## src/hw/rtl/slewed_fractional_delay_line_assert.svh

```systemverilog
// Assertion macros shared by the delay line RTL.
// Both macros expect clk_i and rst_ni in scope.
`ifndef SLEWED_FRACTIONAL_DELAY_LINE_ASSERT_SVH
`define SLEWED_FRACTIONAL_DELAY_LINE_ASSERT_SVH

// Check a consequence in the same cycle as its trigger.
`define SFDL_ASSERT_NOW(lbl, ante, cons, msg) \
  lbl: assert property (@(posedge clk_i) disable iff (!rst_ni) (ante) |-> (cons)) \
    else $error(msg);

// Check a consequence in the cycle after its trigger.
`define SFDL_ASSERT_NEXT(lbl, ante, cons, msg) \
  lbl: assert property (@(posedge clk_i) disable iff (!rst_ni) (ante) |=> (cons)) \
    else $error(msg);

`endif

```

## src/hw/rtl/sfdl_pkg.sv

```systemverilog
package sfdl_pkg;

  // Default configuration of the delay line
  localparam int unsigned MAX_DELAY_DEF   = 1023;
  localparam int unsigned FRAC_BITS_DEF   = 8;
  localparam int unsigned SAMPLE_BITS_DEF = 24;
  localparam int unsigned DELAY_W_DEF     = $clog2(MAX_DELAY_DEF + 1) + FRAC_BITS_DEF;

  // Per-tap source select, shared by both lanes
  typedef struct packed {
    logic fwd_early;   // early tap is the word being written now
    logic fwd_late;    // late tap is the word being written now
    logic live_early;  // early tap was written since the last clear
    logic live_late;   // late tap was written since the last clear
  } sel_t;

endpackage

```

## src/hw/rtl/sfdl_ctrl.sv

```systemverilog
`include "slewed_fractional_delay_line_assert.svh"

module sfdl_ctrl #(
  parameter int unsigned MAX_DELAY = sfdl_pkg::MAX_DELAY_DEF,
  parameter int unsigned FRAC_BITS = sfdl_pkg::FRAC_BITS_DEF,
  parameter int unsigned PTR_W     = $clog2(MAX_DELAY + 1),
  parameter int unsigned DELAY_W   = PTR_W + FRAC_BITS
) (
  input  logic                 clk_i,
  input  logic                 rst_ni,
  input  logic                 cfg_we_i,
  input  logic [DELAY_W-1:0]   cfg_wdata_i,
  input  logic                 en_i,
  input  logic                 accept_i,
  input  logic                 restart_i,
  output logic                 wr_en_o,
  output logic [PTR_W-1:0]     wr_addr_o,
  output logic [PTR_W-1:0]     rd_early_addr_o,
  output logic [PTR_W-1:0]     rd_late_addr_o,
  output logic                 s1_valid_o,
  output sfdl_pkg::sel_t       s1_sel_o,
  output logic [FRAC_BITS-1:0] s1_frac_o,
  output logic [DELAY_W-1:0]   s1_delay_o
);
  import sfdl_pkg::*;

  localparam logic [DELAY_W-1:0] LIMIT = DELAY_W'(MAX_DELAY) << FRAC_BITS;
  localparam logic [DELAY_W:0]   STEP  = (DELAY_W + 1)'(1) << (FRAC_BITS - 2);
  localparam logic [DELAY_W:0]   SPAN  = (DELAY_W + 1)'(MAX_DELAY + 1) << FRAC_BITS;
  localparam logic [PTR_W-1:0]   LAST  = PTR_W'(MAX_DELAY);

  logic [DELAY_W-1:0] target_q;
  logic [DELAY_W-1:0] cd_q, cd_d;
  logic [PTR_W-1:0]   wp_q;
  logic               full_q;
  logic               s1_valid_q;
  sel_t               s1_sel_q;
  logic [FRAC_BITS-1:0] s1_frac_q;
  logic [DELAY_W-1:0] s1_delay_q;

  logic [DELAY_W-1:0] tgt;
  logic [DELAY_W:0]   cd_up;
  logic [DELAY_W:0]   pos_raw;
  logic [DELAY_W:0]   pos_wrap;
  logic [DELAY_W-1:0] pos;
  logic [PTR_W-1:0]   early_addr;
  logic [PTR_W-1:0]   late_addr;
  sel_t               sel;
  logic [DELAY_W:0]   cd_ext;

  // Saturate the target and slew the delay by at most a quarter frame
  always_comb begin
    tgt   = (target_q > LIMIT) ? LIMIT : target_q;
    cd_up = {1'b0, cd_q} + STEP;
    if ({1'b0, tgt} > cd_up) begin
      cd_d = cd_up[DELAY_W-1:0];
    end else if ({1'b0, cd_q} > ({1'b0, tgt} + STEP)) begin
      cd_d = cd_q - STEP[DELAY_W-1:0];
    end else begin
      cd_d = tgt;
    end
  end

  // Read position behind the write pointer, wrapped into the store
  always_comb begin
    pos_raw  = {1'b0, wp_q, {FRAC_BITS{1'b0}}} - {1'b0, cd_d};
    pos_wrap = pos_raw[DELAY_W] ? (pos_raw + SPAN) : pos_raw;
    pos      = pos_wrap[DELAY_W-1:0];
    early_addr = pos[DELAY_W-1:FRAC_BITS];
    late_addr  = (early_addr == LAST) ? '0 : (early_addr + PTR_W'(1));
  end

  // Pick the source of each tap: the word in flight, the store, or a cleared entry
  always_comb begin
    sel.fwd_early  = (early_addr == wp_q);
    sel.fwd_late   = (late_addr == wp_q);
    sel.live_early = full_q || (early_addr < wp_q);
    sel.live_late  = full_q || (late_addr < wp_q);
  end

  assign wr_en_o         = accept_i && !restart_i;
  assign wr_addr_o       = wp_q;
  assign rd_early_addr_o = early_addr;
  assign rd_late_addr_o  = late_addr;
  assign s1_valid_o      = s1_valid_q;
  assign s1_sel_o        = s1_sel_q;
  assign s1_frac_o       = s1_frac_q;
  assign s1_delay_o      = s1_delay_q;

  // Hold the target register
  always_ff @(posedge clk_i or negedge rst_ni) begin
    if (!rst_ni) begin
      target_q <= '0;
    end else if (cfg_we_i) begin
      target_q <= cfg_wdata_i;
    end
  end

  // Advance pointer, fill state and delay per accepted word; restart reloads them
  always_ff @(posedge clk_i or negedge rst_ni) begin
    if (!rst_ni) begin
      wp_q   <= '0;
      full_q <= 1'b0;
      cd_q   <= '0;
    end else if (accept_i) begin
      if (restart_i) begin
        wp_q   <= '0;
        full_q <= 1'b0;
        cd_q   <= tgt;
      end else begin
        cd_q   <= cd_d;
        wp_q   <= (wp_q == LAST) ? '0 : (wp_q + PTR_W'(1));
        full_q <= full_q || (wp_q == LAST);
      end
    end
  end

  // Stage one valid
  always_ff @(posedge clk_i or negedge rst_ni) begin
    if (!rst_ni) begin
      s1_valid_q <= 1'b0;
    end else if (en_i) begin
      s1_valid_q <= accept_i && !restart_i;
    end
  end

  // Stage one payload
  always_ff @(posedge clk_i) begin
    if (en_i) begin
      s1_sel_q   <= sel;
      s1_frac_q  <= pos[FRAC_BITS-1:0];
      s1_delay_q <= cd_d;
    end
  end

  assign cd_ext = {1'b0, cd_q};

  `SFDL_ASSERT_NEXT(restart_clears_fill, accept_i && restart_i, (wp_q == '0) && !full_q, "restart left pointer or fill state set")
  `SFDL_ASSERT_NEXT(slew_bounded, accept_i && !restart_i, (cd_ext <= ($past(cd_ext) + STEP)) && ((cd_ext + STEP) >= $past(cd_ext)), "delay moved more than one slew step")
  `SFDL_ASSERT_NOW(delay_in_range, 1'b1, cd_q <= LIMIT, "current delay above maximum")

endmodule

```

## config.mk

```make
export PLATFORM = sky130hd
export DESIGN_NAME = sfdl_ctrl
export DESIGN_NICKNAME = d
export VERILOG_FILES = /design/src/hw/rtl/sfdl_pkg.sv /design/src/hw/rtl/sfdl_ctrl.sv
export VERILOG_INCLUDE_DIRS = /design/src /design/src/hw/rtl
export SDC_FILE = /design/constraint.sdc
export NUM_CORES = 1
export LEC_CHECK = 0
export ABC_CLOCK_PERIOD_IN_PS = 10300
export BUFFER_PORTS_ARGS = -buffer_cell sky130_fd_sc_hd__buf_4
export CELL_PAD_IN_SITES_DETAIL_PLACEMENT = 0
export CELL_PAD_IN_SITES_GLOBAL_PLACEMENT = 1
export CORE_MARGIN = 1
export CORE_UTILIZATION = 45
export DETAILED_ROUTE_END_ITERATION = 7
export PLACE_DENSITY_LB_ADDON = 0.3
export SLEW_MARGIN = 20
export SYNTH_ARGS = -nofsm -noshare
export SYNTH_HDL_FRONTEND = slang
export SYNTH_SLANG_ARGS = --single-unit
```

## constraint.sdc

```tcl
create_clock -name clk_i -period 10.3 [get_ports clk_i]
set_input_delay 1.03 -clock clk_i [delete_from_list [all_inputs] [get_ports clk_i]]
set_output_delay 1.03 -clock clk_i [all_outputs]
set_load 0.005 [all_outputs]
```

==> impl_metrics.tcl <==
set metrics [dict create \
    grt_pass1_wl_um 30000 \
    fin_nets 883 \
    dieArea_mm2 0.0150 \
    ys_seq_elements 77 \
    fmax_mhz 104 \
    routed-via-count 5677 \
    synth_area_mm2 0.00653 \
    fin_skew_ns 0.00857 \
    cpMaxStageDelayCell "a311oi_2" \
    diodes 0 \
    critPathArrivalTime_ns 8.62 \
    maxCapViolCount 0 \
    synthArstFlopShare_pct 62.3 \
    antenna_found_initial 0 \
    hpwl_um 14500 \
    min_period_ns 9.65 \
    tns_ns 0 \
    fin_util_pct 53.4 \
    io_buffer_count 85 \
    clock-sinks 77 \
    drcViolationCount 0 \
    postCtsSetupRepairBufs 0 \
    instances_no_fill 972 \
    worstSetupEndpointType "output port" \
    avgSynthCellArea_um2 8.81 \
    place_congestion 0.953 \
    crit_top_cell "a21o_1" \
    critPathKind "reg -> out" \
    r2r_cells 33 \
    core_mm2 0.0140 \
    worstSetupPathDepth 28 \
    cts-root-buf "clkbuf_16" \
    rows 43 \
    path_delay_family "compound AO/OA/AOI/OAI gates" \
    outcome "complete, no violations" \
    relSlewSlack_pct 38.4 \
    io_pins 86 \
    clkLatencyLatePin_ns 0.35 \
    synth_edf_count 29 \
    overflow 0 \
    post-place-ws_ns 0.960 \
    ant_nets 0 \
    start_util_pct 46.5 \
    die_y_um 122 \
    final_common_cell "buf_4" \
    cts_max_level 3 \
    setup_viol 0 \
    drv_slew 0 \
    postSynthCellCount 741 \
    layout_setup_ws_ns 0.651 \
    grt_pass1_vias 5396 \
    rsz0062_at_grt "false" \
    final_hold_viol_count 0 \
    grt.total_usage_pct 26.3 \
    ys.flop_type "dfrtp_1" \
    worst-path-max-fanout 18 \
    hold_depth 1 \
    start_kind "flop" \
    fin_crit_sh_pct 93.7 \
    final_cell_mix "90 x buf_4, 72 x ha_1, 70 x nand2_1" \
    cpPeakStageDelay_ns 0.56 \
    min_path_type "reg -> reg" \
    place_inst 956 \
    synthesis.nets 837 \
    drive_gt1_share_pct 19.7 \
    syn_to_final_growth_pct 14.9 \
    crit_buf_inv 2 \
    chipWidth_um 122 \
    grt_max_degree 49 \
    tritoncts "done" \
    avgRoutedWirePerCell_um 19.4 \
    tightest_slew_ns 0.901 \
    viasPerCell 5.84 \
    drt_first_pass_iters 5 \
    crit_required_ns 9.27 \
    cts_buffers 9 \
    synth_cell_types 64 \
    wl_um 18900 \
    clockBufferDepth 2 \
    yosysSeqAreaShare_pct 31.7 \
    drt_iter0_drc 416 \
    path_clk_slew_ns 0.06 \
    ys_warn_count 0 \
]
layer usage:
layer / vias up / GRT usage, % / wire length, um
met5: - / 0 / 0
met4: 0 / 8.92 / 415
met3: 39 / 3.16 / 860
met2: 181 / 40.6 / 8490
met1: 2712 / 37.9 / 9090
li1: 2745 / - / -
final cells by class:
| cell class | instances | area (um2) |
|---|---|---|
| fillers | 1283 | 6540 |
| multi-input cells | 558 | 4010 |
| flip-flops and latches | 77 | 2070 |
| repair buffers | 90 | 676 |
| clock buffers | 10 | 229 |
| well taps | 180 | 225 |
| inverters | 51 | 191 |
| clock inverters | 6 | 93.8 |
worst register-to-register path, delay by kind of cell (launching register included):
family / cells / cell delay (ns)
compound gates: 9 / 2.17
xor+xnor: 1 / 0.16
fa+ha+maj: 5 / 1.72
buf+inv: 2 / 0.47
flops: 1 / 0.49
mux: 1 / 0.32
simple gates: 15 / 3.78
cells by family after synthesis:
family          share of synthesized area, %
compound gates                          16.4
flops                                   31.7
simple gates                            18.0
buf+inv                                 6.90
xor+xnor                                6.04
mux                                     7.13
fa+ha+maj                               13.8
repair_timing:
action / in CTS / in global routing
hold buffers: 0 / 0
resized for setup: 0 / 1
endpoints found under the setup margin: 0 / 5
final timing paths:
check | start | to | slack (ns)
worst max-delay path | target_q[13] | rd_late_addr_o[9] | 0.65
worst min-delay path | s1_valid_o | s1_valid_o | 0.52
worst max register to register | target_q[13] | s1_sel_o[0] | 1.04
worst min register to register | s1_valid_o | s1_valid_o | 0.52
max in group asynchronous | rst_ni | s1_valid_o | 9.13
min in group asynchronous | rst_ni | cd_q[14] | 0.72
cells in the mapped netlist (2+ instances only):
cell / n / area [um2]
nor2b_1: 7 / 43.8
a311oi_1: 2 / 17.5
ha_1: 72 / 901
nand3_1: 37 / 185
inv_1: 51 / 191
and3_1: 15 / 93.8
a21boi_0: 3 / 22.5
mux2_2: 36 / 405
buf_4: 12 / 90.1
o22ai_1: 3 / 18.8
a211oi_1: 4 / 30.0
o31ai_1: 6 / 45.0
nand4_1: 14 / 87.6
nor3_1: 14 / 70.1
o21ai_0: 45 / 225
and2_1: 3 / 18.8
a221o_1: 2 / 20.0
buf_2: 6 / 30.0
a211o_1: 3 / 26.3
a31oi_1: 4 / 25.0
xnor2_1: 20 / 175
or2_2: 2 / 12.5
nand3b_1: 4 / 30.0
a21o_1: 12 / 90.1
a21oi_1: 50 / 250
nor4_1: 5 / 31.3
nor3b_1: 3 / 22.5
nor2_1: 40 / 150
o211ai_1: 7 / 52.6
o21a_1: 2 / 15.0
clkbuf_1: 35 / 131
dfrtp_1: 48 / 1200
a2111oi_0: 2 / 17.5
mux2i_1: 6 / 60.1
nand2b_1: 7 / 43.8
nand2_1: 70 / 263
or3_1: 7 / 43.8
o41ai_1: 2 / 17.5
buf_1: 2 / 7.51
a311oi_2: 2 / 30.0
xor2_1: 25 / 219
edfxtp_1: 29 / 871
metrics by stage:
| step | hold WS, ns | area (um2) |
|---|---|---|
| after floorplan | 0.495 | 6530 |
| after global placement | 0.491 | 7170 |
| after detailed placement | 0.514 | 7170 |
| after CTS | 0.525 | 7490 |
| after global routing | 0.556 | 7500 |
| final | 0.520 | 7500 |
state kept, by name, indices dropped and copies added, names as in the netlist:
name / count
cd_q: 18
target_q: 18
s1_delay_o: 17
wr_addr_o: 10
s1_frac_o: 8
s1_sel_o: 4
full_q: 1
s1_valid_o: 1
Power is left out: the tool's default activity adds up to more than one toggle a clock period on the data nets, which glitch-free logic cannot reach.
